<file path="src/rtl/core/ldsd_pkg.sv">
// Shared types, constants and CRC helper for the loader signature detector.
`timescale 1ns / 1ps

package ldsd_pkg;

  localparam int SIG_ENTRIES_DEF     = 64;
  localparam int HANDLER_ENTRIES_DEF = 64;

  localparam logic [15:0] CRC_POLY = 16'hA001;
  localparam logic [15:0] CRC_SEED = 16'hFFFF;
  localparam logic [7:0]  RTS_BYTE = 8'h60;

  localparam logic [15:0] EXCL_ADDR_0 = 16'd119;
  localparam logic [15:0] EXCL_ADDR_1 = 16'h1C06;
  localparam logic [15:0] EXCL_ADDR_2 = 16'h1C07;
  localparam logic [15:0] EXCL_ADDR_3 = 16'h1802;

  localparam logic [15:0] MID_CRC_RST = 16'h38A2;
  localparam logic [4:0]  MID_VAR_RST = 5'd8;

  // register index, taken from byte address bit 2
  localparam logic REG_MID_CRC = 1'b0;
  localparam logic REG_MID_VAR = 1'b1;

  typedef enum logic [1:0] {
    MODE_WRITE = 2'd0,
    MODE_EXEC  = 2'd1,
    MODE_LDSIG = 2'd2,
    MODE_LDHND = 2'd3
  } mode_t;

  typedef struct packed {
    mode_t       mode;
    logic [15:0] address;
    logic [7:0]  data_byte;
    logic        last_byte;
    logic [5:0]  entry_index;
    logic [15:0] entry_key;
    logic [4:0]  entry_variant;
    logic [3:0]  entry_extra;
  } in_item_t;

  typedef struct packed {
    logic [4:0] variant;
    logic       matched;
    logic       handler_param;
    logic [3:0] link_mode;
  } out_item_t;

  typedef struct packed {
    logic [15:0] key;
    logic [4:0]  variant;
    logic [3:0]  link;
  } sig_entry_t;

  typedef struct packed {
    logic [15:0] addr;
    logic [4:0]  variant;
    logic        param;
  } hnd_entry_t;

  typedef struct packed {
    logic [15:0] mid_crc;
    logic [4:0]  mid_var;
  } cfg_t;

  function automatic logic [15:0] crc_byte(input logic [15:0] crc, input logic [7:0] b);
    logic [15:0] c;
    c = crc ^ {8'h00, b};
    for (int k = 0; k < 8; k++) begin
      c = c[0] ? ((c >> 1) ^ CRC_POLY) : (c >> 1);
    end
    return c;
  endfunction

  function automatic logic is_excluded(input logic [15:0] a);
    return (a == EXCL_ADDR_0) || (a == EXCL_ADDR_1) ||
           (a == EXCL_ADDR_2) || (a == EXCL_ADDR_3);
  endfunction

endpackage

</file>
<file path="src/rtl/core/ldsd_ram.sv">
// Generic single-port-write, single-port-read RAM with registered read data.
`timescale 1ns / 1ps

module ldsd_ram #(
  parameter int WIDTH = 8,
  parameter int DEPTH = 64,
  localparam int AW = (DEPTH > 1) ? $clog2(DEPTH) : 1
) (
  input  logic                  clk,
  input  logic                  we,
  input  logic [AW-1:0]         waddr,
  input  logic [WIDTH-1:0]      wdata,
  input  logic                  re,
  input  logic [AW-1:0]         raddr,
  output logic [WIDTH-1:0]      rdata
);

  logic [WIDTH-1:0] mem [DEPTH];
  logic [WIDTH-1:0] rdata_r;

  always_ff @(posedge clk) begin
    if (we) begin
      mem[waddr] <= wdata;
    end
    if (re) begin
      rdata_r <= mem[raddr];
    end
  end

  assign rdata = rdata_r;

endmodule

</file>
<file path="src/rtl/core/ldsd_ctrl.sv">
// Item sequencer: CRC update, table loads and first-match scans over both tables.
`timescale 1ns / 1ps

module ldsd_ctrl #(
  parameter int SIG_ENTRIES     = ldsd_pkg::SIG_ENTRIES_DEF,
  parameter int HANDLER_ENTRIES = ldsd_pkg::HANDLER_ENTRIES_DEF,
  localparam int SIG_AW = (SIG_ENTRIES > 1) ? $clog2(SIG_ENTRIES) : 1,
  localparam int HND_AW = (HANDLER_ENTRIES > 1) ? $clog2(HANDLER_ENTRIES) : 1
) (
  input  logic                 clk,
  input  logic                 rst_n,
  input  logic                 start,
  output logic                 busy,
  input  ldsd_pkg::in_item_t   in_item,
  input  ldsd_pkg::cfg_t       cfg,
  output logic                 out_strobe,
  output ldsd_pkg::out_item_t  out_item,
  // signature table memory
  output logic                 sig_we,
  output logic [SIG_AW-1:0]    sig_waddr,
  output ldsd_pkg::sig_entry_t sig_wdata,
  output logic                 sig_re,
  output logic [SIG_AW-1:0]    sig_raddr,
  input  ldsd_pkg::sig_entry_t sig_rdata,
  // handler table memory
  output logic                 hnd_we,
  output logic [HND_AW-1:0]    hnd_waddr,
  output ldsd_pkg::hnd_entry_t hnd_wdata,
  output logic                 hnd_re,
  output logic [HND_AW-1:0]    hnd_raddr,
  input  ldsd_pkg::hnd_entry_t hnd_rdata
);

  localparam int SIG_CW = $clog2(SIG_ENTRIES + 1);
  localparam int HND_CW = $clog2(HANDLER_ENTRIES + 1);

  typedef enum logic [1:0] {
    ST_IDLE,
    ST_SIG,
    ST_HND
  } state_t;

  state_t                    state_r, state_nxt;
  logic [15:0]               crc_r, crc_nxt;
  logic [4:0]                det_r, det_nxt;
  logic [4:0]                prev_r, prev_nxt;
  logic [3:0]                link_r, link_nxt;
  logic [15:0]               addr_r, addr_nxt;
  logic [SIG_ENTRIES-1:0]    sig_valid_r, sig_valid_nxt;
  logic [HANDLER_ENTRIES-1:0] hnd_valid_r, hnd_valid_nxt;
  logic [SIG_CW-1:0]         scnt_r, scnt_nxt;
  logic [HND_CW-1:0]         hcnt_r, hcnt_nxt;
  logic                      pend_r, pend_nxt;
  logic                      vldq_r, vldq_nxt;
  logic                      out_strobe_r, out_strobe_nxt;
  ldsd_pkg::out_item_t       out_r, out_nxt;

  logic [SIG_AW+5:0]         sig_idx_ext;
  logic [HND_AW+5:0]         hnd_idx_ext;
  logic [15:0]               crc_upd;
  logic [4:0]                det_upd;
  logic [4:0]                ent_var;
  logic                      done;

  assign sig_idx_ext = (SIG_AW + 6)'(in_item.entry_index);
  assign hnd_idx_ext = (HND_AW + 6)'(in_item.entry_index);
  assign sig_waddr   = sig_idx_ext[SIG_AW-1:0];
  assign hnd_waddr   = hnd_idx_ext[HND_AW-1:0];
  assign sig_raddr   = scnt_r[SIG_AW-1:0];
  assign hnd_raddr   = hcnt_r[HND_AW-1:0];

  assign sig_wdata = '{key: in_item.entry_key, variant: in_item.entry_variant,
                       link: in_item.entry_extra};
  assign hnd_wdata = '{addr: in_item.entry_key, variant: in_item.entry_variant,
                       param: in_item.entry_extra[0]};

  assign crc_upd = ldsd_pkg::crc_byte(crc_r, in_item.data_byte);
  assign det_upd = ((cfg.mid_var != 5'd0) && (crc_upd == cfg.mid_crc) &&
                    (in_item.data_byte == ldsd_pkg::RTS_BYTE)) ? cfg.mid_var : det_r;

  assign busy       = (state_r != ST_IDLE);
  assign out_strobe = out_strobe_r;
  assign out_item   = out_r;

  always_comb begin
    state_nxt      = state_r;
    crc_nxt        = crc_r;
    det_nxt        = det_r;
    prev_nxt       = prev_r;
    link_nxt       = link_r;
    addr_nxt       = addr_r;
    sig_valid_nxt  = sig_valid_r;
    hnd_valid_nxt  = hnd_valid_r;
    scnt_nxt       = scnt_r;
    hcnt_nxt       = hcnt_r;
    pend_nxt       = 1'b0;
    vldq_nxt       = vldq_r;
    out_strobe_nxt = 1'b0;
    out_nxt        = out_r;
    sig_we         = 1'b0;
    hnd_we         = 1'b0;
    sig_re         = 1'b0;
    hnd_re         = 1'b0;
    ent_var        = 5'd0;
    done           = 1'b0;

    unique case (state_r)
      ST_IDLE: begin
        if (start) begin
          unique case (in_item.mode)
            ldsd_pkg::MODE_WRITE: begin
              if (ldsd_pkg::is_excluded(in_item.address)) begin
                out_strobe_nxt = 1'b1;
                out_nxt = '{variant: det_r, matched: 1'b0, handler_param: 1'b0,
                            link_mode: link_r};
              end else begin
                prev_nxt = 5'd0;
                crc_nxt  = crc_upd;
                det_nxt  = det_upd;
                if (in_item.last_byte) begin
                  state_nxt = ST_SIG;
                  scnt_nxt  = '0;
                end else begin
                  out_strobe_nxt = 1'b1;
                  out_nxt = '{variant: det_upd, matched: 1'b0, handler_param: 1'b0,
                              link_mode: link_r};
                end
              end
            end
            ldsd_pkg::MODE_EXEC: begin
              // no detection this round: fall back to the previous one
              det_nxt   = (det_r == 5'd0) ? prev_r : det_r;
              addr_nxt  = in_item.address;
              state_nxt = ST_HND;
              hcnt_nxt  = '0;
            end
            ldsd_pkg::MODE_LDSIG: begin
              if (32'(in_item.entry_index) < SIG_ENTRIES) begin
                sig_we = 1'b1;
                sig_valid_nxt[sig_waddr] = 1'b1;
              end
              out_strobe_nxt = 1'b1;
              out_nxt = '{variant: 5'd0, matched: 1'b0, handler_param: 1'b0,
                          link_mode: link_r};
            end
            ldsd_pkg::MODE_LDHND: begin
              if (32'(in_item.entry_index) < HANDLER_ENTRIES) begin
                hnd_we = 1'b1;
                hnd_valid_nxt[hnd_waddr] = 1'b1;
              end
              out_strobe_nxt = 1'b1;
              out_nxt = '{variant: 5'd0, matched: 1'b0, handler_param: 1'b0,
                          link_mode: link_r};
            end
          endcase
        end
      end

      ST_SIG: begin
        // issue one read a cycle, check the entry read the cycle before
        if (scnt_r < SIG_CW'(SIG_ENTRIES)) begin
          sig_re   = 1'b1;
          pend_nxt = 1'b1;
          vldq_nxt = sig_valid_r[scnt_r[SIG_AW-1:0]];
          scnt_nxt = scnt_r + 1'b1;
        end
        if (pend_r) begin
          ent_var = vldq_r ? sig_rdata.variant : 5'd0;
          if (ent_var == 5'd0) begin
            done = 1'b1;
          end else if (sig_rdata.key == crc_r) begin
            det_nxt = ent_var;
            if (sig_rdata.link != 4'd0) begin
              link_nxt = sig_rdata.link;
            end
            done = 1'b1;
          end else if (scnt_r == SIG_CW'(SIG_ENTRIES)) begin
            done = 1'b1;
          end
        end
        if (done) begin
          state_nxt      = ST_IDLE;
          pend_nxt       = 1'b0;
          out_strobe_nxt = 1'b1;
          out_nxt = '{variant: det_nxt, matched: 1'b0, handler_param: 1'b0,
                      link_mode: link_nxt};
        end
      end

      ST_HND: begin
        if (hcnt_r < HND_CW'(HANDLER_ENTRIES)) begin
          hnd_re   = 1'b1;
          pend_nxt = 1'b1;
          vldq_nxt = hnd_valid_r[hcnt_r[HND_AW-1:0]];
          hcnt_nxt = hcnt_r + 1'b1;
        end
        out_nxt = '{variant: 5'd0, matched: 1'b0, handler_param: 1'b0, link_mode: link_r};
        if (pend_r) begin
          ent_var = vldq_r ? hnd_rdata.variant : 5'd0;
          if (ent_var == 5'd0) begin
            done = 1'b1;
          end else if ((ent_var == det_r) && (hnd_rdata.addr == addr_r)) begin
            out_nxt = '{variant: ent_var, matched: 1'b1, handler_param: hnd_rdata.param,
                        link_mode: link_r};
            done = 1'b1;
          end else if (hcnt_r == HND_CW'(HANDLER_ENTRIES)) begin
            done = 1'b1;
          end
        end
        if (done) begin
          // new round
          state_nxt      = ST_IDLE;
          pend_nxt       = 1'b0;
          out_strobe_nxt = 1'b1;
          crc_nxt        = ldsd_pkg::CRC_SEED;
          prev_nxt       = det_r;
          det_nxt        = 5'd0;
        end else begin
          out_nxt = out_r;
        end
      end

      default: begin
        state_nxt = ST_IDLE;
      end
    endcase
  end

  always_ff @(posedge clk) begin
    if (!rst_n) begin
      state_r      <= ST_IDLE;
      crc_r        <= ldsd_pkg::CRC_SEED;
      det_r        <= 5'd0;
      prev_r       <= 5'd0;
      link_r       <= 4'd0;
      sig_valid_r  <= '0;
      hnd_valid_r  <= '0;
      scnt_r       <= '0;
      hcnt_r       <= '0;
      pend_r       <= 1'b0;
      vldq_r       <= 1'b0;
      out_strobe_r <= 1'b0;
    end else begin
      state_r      <= state_nxt;
      crc_r        <= crc_nxt;
      det_r        <= det_nxt;
      prev_r       <= prev_nxt;
      link_r       <= link_nxt;
      sig_valid_r  <= sig_valid_nxt;
      hnd_valid_r  <= hnd_valid_nxt;
      scnt_r       <= scnt_nxt;
      hcnt_r       <= hcnt_nxt;
      pend_r       <= pend_nxt;
      vldq_r       <= vldq_nxt;
      out_strobe_r <= out_strobe_nxt;
    end
    addr_r <= addr_nxt;
    out_r  <= out_nxt;
  end

endmodule

</file>
<file path="src/rtl/core/loader_signature_detector_core.sv">
// Top level of the loader signature detector: config registers, sequencer, table memories.
`timescale 1ns / 1ps

// Loader signature detector. Items are offered on in_item with start and taken
// when busy is low; each item gives exactly one result on out_item, marked by
// out_strobe for one cycle, and the receiver cannot stall it. Write bytes that
// do not end a block, excluded-address writes and table loads need no scan:
// the result shows in the cycle after acceptance and busy stays low, so one
// such item can follow every cycle. A write byte with last_byte set to a
// non-excluded address scans the signature memory, an execute scans the
// handler memory; each memory has one read port with registered read data and
// the scan reads one entry a cycle, and the result shows in the cycle busy
// falls. After reset both tables are empty at once through per-entry valid
// flags; no clearing pass is run. Config registers sit at byte address 0
// (midstream_crc) and 4 (midstream_variant); the user must write them only
// while the block is idle, as the block itself does not enforce this.

module loader_signature_detector_core #(
  parameter int SIG_ENTRIES     = ldsd_pkg::SIG_ENTRIES_DEF,
  parameter int HANDLER_ENTRIES = ldsd_pkg::HANDLER_ENTRIES_DEF
) (
  input  logic                clk,
  input  logic                rst_n,
  // item input
  input  logic                start,
  output logic                busy,
  input  ldsd_pkg::in_item_t  in_item,
  // result output
  output logic                out_strobe,
  output ldsd_pkg::out_item_t out_item,
  // config port
  input  logic                psel,
  input  logic                penable,
  input  logic                pwrite,
  input  logic [2:0]          paddr,
  input  logic [31:0]         pwdata,
  output logic [31:0]         prdata,
  output logic                pready
);

  localparam int SIG_AW = (SIG_ENTRIES > 1) ? $clog2(SIG_ENTRIES) : 1;
  localparam int HND_AW = (HANDLER_ENTRIES > 1) ? $clog2(HANDLER_ENTRIES) : 1;

  // config registers
  logic [15:0] mid_crc_r, mid_crc_nxt;
  logic [4:0]  mid_var_r, mid_var_nxt;
  logic        cfg_wr;
  ldsd_pkg::cfg_t cfg;

  assign pready = 1'b1;
  assign cfg_wr = psel & penable & pwrite & pready;

  always_comb begin
    mid_crc_nxt = mid_crc_r;
    mid_var_nxt = mid_var_r;
    if (cfg_wr) begin
      unique case (paddr[2])
        ldsd_pkg::REG_MID_CRC: mid_crc_nxt = pwdata[15:0];
        ldsd_pkg::REG_MID_VAR: mid_var_nxt = pwdata[4:0];
      endcase
    end
  end

  always_ff @(posedge clk) begin
    if (!rst_n) begin
      mid_crc_r <= ldsd_pkg::MID_CRC_RST;
      mid_var_r <= ldsd_pkg::MID_VAR_RST;
    end else begin
      mid_crc_r <= mid_crc_nxt;
      mid_var_r <= mid_var_nxt;
    end
  end

  // register readback
  always_comb begin
    unique case (paddr[2])
      ldsd_pkg::REG_MID_CRC: prdata = {16'd0, mid_crc_r};
      ldsd_pkg::REG_MID_VAR: prdata = {27'd0, mid_var_r};
    endcase
  end

  assign cfg = '{mid_crc: mid_crc_r, mid_var: mid_var_r};

  // table memories
  logic                 sig_we, sig_re;
  logic [SIG_AW-1:0]    sig_waddr, sig_raddr;
  ldsd_pkg::sig_entry_t sig_wdata, sig_rdata;
  logic                 hnd_we, hnd_re;
  logic [HND_AW-1:0]    hnd_waddr, hnd_raddr;
  ldsd_pkg::hnd_entry_t hnd_wdata, hnd_rdata;

  ldsd_ram #(
    .WIDTH ($bits(ldsd_pkg::sig_entry_t)),
    .DEPTH (SIG_ENTRIES)
  ) u_sig_ram (
    .clk   (clk),
    .we    (sig_we),
    .waddr (sig_waddr),
    .wdata (sig_wdata),
    .re    (sig_re),
    .raddr (sig_raddr),
    .rdata (sig_rdata)
  );

  ldsd_ram #(
    .WIDTH ($bits(ldsd_pkg::hnd_entry_t)),
    .DEPTH (HANDLER_ENTRIES)
  ) u_hnd_ram (
    .clk   (clk),
    .we    (hnd_we),
    .waddr (hnd_waddr),
    .wdata (hnd_wdata),
    .re    (hnd_re),
    .raddr (hnd_raddr),
    .rdata (hnd_rdata)
  );

  // sequencer: running CRC, detection state and table scans
  ldsd_ctrl #(
    .SIG_ENTRIES     (SIG_ENTRIES),
    .HANDLER_ENTRIES (HANDLER_ENTRIES)
  ) u_ctrl (
    .clk        (clk),
    .rst_n      (rst_n),
    .start      (start),
    .busy       (busy),
    .in_item    (in_item),
    .cfg        (cfg),
    .out_strobe (out_strobe),
    .out_item   (out_item),
    .sig_we     (sig_we),
    .sig_waddr  (sig_waddr),
    .sig_wdata  (sig_wdata),
    .sig_re     (sig_re),
    .sig_raddr  (sig_raddr),
    .sig_rdata  (sig_rdata),
    .hnd_we     (hnd_we),
    .hnd_waddr  (hnd_waddr),
    .hnd_wdata  (hnd_wdata),
    .hnd_re     (hnd_re),
    .hnd_raddr  (hnd_raddr),
    .hnd_rdata  (hnd_rdata)
  );

`ifndef SYNTHESIS
  // a scan holds its result until it ends, so no result shows while busy
  a_no_result_while_busy: assert property (@(posedge clk) disable iff (!rst_n)
    busy |-> !out_strobe)
    else $error("result strobe while a scan is running");

  // every accepted item either gives its result next cycle or starts a scan
  a_accept_progress: assert property (@(posedge clk) disable iff (!rst_n)
    (start && !busy) |=> (out_strobe || busy))
    else $error("accepted item neither answered nor scanning");

  // a handler match always carries a nonzero variant
  a_match_has_variant: assert property (@(posedge clk) disable iff (!rst_n)
    (out_strobe && out_item.matched) |-> (out_item.variant != 5'd0))
    else $error("handler match with variant zero");

  // the handler parameter is only given with a match
  a_param_needs_match: assert property (@(posedge clk) disable iff (!rst_n)
    (out_strobe && !out_item.matched) |-> !out_item.handler_param)
    else $error("handler parameter set without a match");
`endif

endmodule
</file>
<file path="config.mk">
export PLATFORM = sky130hd
export DESIGN_NAME = loader_signature_detector_core
export DESIGN_NICKNAME = d
export VERILOG_FILES = /design/src/rtl/core/ldsd_pkg.sv /design/src/rtl/core/ldsd_ram.sv /design/src/rtl/core/ldsd_ctrl.sv /design/src/rtl/core/loader_signature_detector_core.sv
export SDC_FILE = /design/constraint.sdc
export NUM_CORES = 2
export LEC_CHECK = 0
export ABC_AREA = 0
export BUFFER_PORTS_ARGS = -buffer_cell sky130_fd_sc_hd__buf_2
export CAP_MARGIN = 25
export CORE_ASPECT_RATIO = 1.1
export CORE_MARGIN = 5
export CORE_UTILIZATION = 55
export DETAILED_ROUTE_END_ITERATION = 8
export PLACE_DENSITY = 0.71
export SETUP_SLACK_MARGIN = 0.3
export SLEW_MARGIN = 10
export SYNTH_ARGS = -nofsm -noshare
export SYNTH_HDL_FRONTEND = slang
export SYNTH_SLANG_ARGS = --single-unit
</file>
<file path="constraint.sdc">
create_clock -name clk -period 4.39 [get_ports clk]
set_clock_uncertainty 0.05 [all_clocks]
set_input_delay 0.439 -clock clk [delete_from_list [all_inputs] [get_ports clk]]
set_output_delay 0.439 -clock clk [all_outputs]
set_load 0.005 [all_outputs]
</file>
==> impl_results.md <==
- Core ar.: 0.228 mm^2
- Final nets: 6152
- Reg-to-reg endpoint: u_ctrl.crc_r[6]
- H-tree depth: 5
- FP Rows: 184
- Final hold violations: 0
- Detailed placement HPWL: 176 mm
- Setup Viol. Count Final: 0
- Final worst path period share: 0.902
- Vias per inst: 6.52
- Crit-path max FO: 16
- Unique masters post-synth: 67
- CTS Buffer Depth: 4
- CTS sink cnt: 3280
- Detailed Routing Iterations Pass 1: 6
- Post-synthesis sequential area ratio: 0.765
- Int Power: 53400 uW
- Status: completed
- Reg-to-reg slack, setup: 430 ps
- MaxCap Viol Count: 0
- Clk_lat worst skew: 950 ps
- Worst EP required: 5210 ps
- #FFs+latches synth: 3280
- Clk network pwr share: 0.388
- Flop pwr share: 0.504
- Switching Share: 0.221
- CP Class: flop to flop
- CTS tree: done
- Number of global-route vias before repair: 61800
- Synth top area cells: edfxtp_1 (73%), mux4_2 (17%), dfxtp_1 (3.1%)
- Crit path capture: u_ctrl.crc_r[6]
- FMAX: 0.252 GHz
- Mapped cell area: 0.126 mm^2
- First-pass GRT wire length: 443 mm
- DRC violations left: 0
- Die area: 0.239 mm^2
- Crit. End Element: flop
- Startpoint Class: flop
- Overall Power: 68600 uW
- Yosys top cell by area: edfxtp_1
- Busiest grt layer: met2
- IR Drop Worst-Case VDD: 409 uV
- Synth Instances: 5572
- DR WL/cell: 33.0 um
- # Post-CTS Setup Buffers: 0
- Largest net degree at the start of global routing: 113
- Num ports: 145
- Initial antenna violation count: 29
- CTS root buffer: clkbuf_16
- Hold WC Path Type: input pin to flop
- Post-synth top area share: 0.733
- Met2 GRT Util: 0.406
- Remaining global-route overflow: 0
- Met3 Resource Use GR: 0.0588
- Crit path from: u_ctrl.addr_r[15]
- Post-synth EDFFs: 3082
- Clock-pin slew on the worst setup and hold paths: 60 ps
- Fillers: 15100
- Final WS setup: 429 ps
- Setup TNS: 0 ps
- RR Startpoint: u_ctrl.addr_r[15]
- Die width: 467 um
- IO buf count: 109
- Syn-to-layout area delta: 13.5%
- Commonest non-fill, non-tap cells in the layout: edfxtp_1 (3082), mux4_2 (960), clkbuf_16 (337)
- CTS Buf Count: 328
- Worst EP arrival: 4790 ps
- Post-Route WL: 309 mm
- DR iter-0 viols: 7950
- Ys flop type: edfxtp_1
- Cell Pwr Density: 479 mW/mm^2
- Unrepaired setup endpoints after global routing: false
- Total GRT Usage: 0.259
- Slew margin rel.: 0.303
- Die height: 512 um
- Starting Density: 0.553
- Max Slew Vio Count: 0
- Worst-margin pin slew: 1050 ps
- Total number of vias: 61100
- GPL Wtd Cong: 0.882
- Avg Cell Area, Syn: 22.6 um^2
- R2r worst-path depth: 10
- Crit path time final: 3960 ps
- Met1 Use GR: 0.361
- Net load switching power: 15200 uW
- Worst slack at placement: 784 ps
- FFs w/ async S/R, synth: 0
- Utilization after layout: 0.627
- Leakage power: 0.0436 uW
- Commonest non-fill, non-tap cell in the layout: edfxtp_1
- Routed Antenna Nets: 0
- Comb pwr share: 0.107
- Share of cells above drive strength 1: 0.313
- Synthesis Warnings: 0
[critical path: stages (launching register included)]
cell and delay, ps:
edfxtp_1 430, xor2_1 190, nor4_1 560, nand3_1 410, nor4_1 480, o31ai_2 220, a211oi_2 420, buf_4 330
o22ai_1 130, nand2_1 120, dlygate4sd3_1 550
[cells in the mapped netlist, types with 27 or more instances]
| master | n |
|---|---|
| nand3_1 | 33 |
| mux4_2 | 960 |
| nor2b_1 | 43 |
| buf_4 | 27 |
| xor2_1 | 33 |
| nand2_1 | 118 |
| o21a_1 | 131 |
| buf_2 | 101 |
| edfxtp_1 | 3082 |
| buf_1 | 60 |
| clkbuf_1 | 129 |
| nor2_1 | 182 |
| a21oi_1 | 41 |
| mux2i_1 | 85 |
| dfxtp_1 | 198 |
| o22ai_1 | 34 |
| xnor2_1 | 30 |
[worst min path at each step]
stage	slack [ps]	cells past startpoint	to	startpoint
2_1_floorplan	390	1	u_ctrl.hnd_valid_r[14]	u_ctrl.hnd_valid_r[14]
3_3_place_gp	390	1	u_ctrl.hnd_valid_r[44]	u_ctrl.hnd_valid_r[44]
3_5_place_dp	400	1	u_ctrl.hnd_valid_r[28]	u_ctrl.hnd_valid_r[28]
4_1_cts	4	1	u_sig_ram.mem[55][12]	in_item[12]
5_1_grt	40	1	u_hnd_ram.mem[6][8]	in_item[11]
6_report	40	1	u_hnd_ram.mem[4][8]	in_item[11]
[metrics by stage]
step	instance area [um^2]	hold WS, ps	std cells
2_1_floorplan	126000	385	5587
3_3_place_gp	132000	391	8725
3_5_place_dp	132000	398	8727
4_1_cts	143000	4.41	9335
5_1_grt	143000	35.6	9354
6_report	143000	41.6	9361
[layer usage]
layer	routed length, um	vias to the layer above
met1	116000	32600
met4	13000	12
li1	-	24500
met5	82	-
met2	149000	3318
met3	30700	634
[registers in the layout, indices dropped and copies added (netlist names)]
name and cells:
u_ctrl.det_r 5, u_ctrl.out_item 11, u_ctrl.pend_r 1, mid_var_r 5, u_sig_ram.mem 1600, u_ctrl.vldq_r 1
mid_crc_r 16, u_ctrl.scnt_r 7, u_ctrl.addr_r 16, u_sig_ram.rdata 25, u_ctrl.hcnt_r 7, u_ctrl.link_r 4
u_ctrl.out_strobe 1, u_ctrl.state_r 2, u_ctrl.sig_valid_r 64, u_hnd_ram.rdata 22, u_ctrl.prev_r 5, u_ctrl.hnd_valid_r 64
u_hnd_ram.mem 1408, u_ctrl.crc_r 16
[power groups by stage]
stage                     Sequential [uW]  Combinational (uW)  Clock, uW
after global placement              35200                7270          0
final                               34600                7360      26600
after floorplan                     35100                5170          0
after global routing                34600                7860      28400
after detailed placement            35200                7370          0
after CTS                           34600                7450      27000
[cell families (layout without fill, tap and decap cells)]
family / after synthesis / count (layout) / share of synthesized area
compound gates: 358 / 358 / 0.0199
xor+xnor: 78 / 78 / 0.00699
fa+ha+maj: 6 / 6 / 0.000595
buf+inv: 330 / 1021 / 0.0116
flops: 3280 / 3280 / 0.765
mux: 1055 / 1055 / 0.179
other cells: 2 / 31 / 0.0000595
simple gates: 463 / 463 / 0.0170
[repair_timing]
item | CTS | global route
gates resized for setup | 0 | 1
endpoints found under the setup margin | 0 | 1
hold endpoints to repair | 216 | 47
hold buffers | 47 | 6
[area by class of cell]
| class | instances | area [um^2] | area share |
|---|---|---|---|
| diodes | 14 | 35.0 | 0.000245 |
| clock inverters | 136 | 1140 | 0.00797 |
| clock buffers | 425 | 8930 | 0.0624 |
| flip-flops and latches | 3280 | 96500 | 0.674 |
| repair buffers | 447 | 3760 | 0.0263 |
| inverters | 13 | 48.8 | 0.000341 |
| multi-input cells | 1977 | 28900 | 0.202 |
| well taps | 3069 | 3840 | 0.0268 |
(Power assumes the default switching activity.)
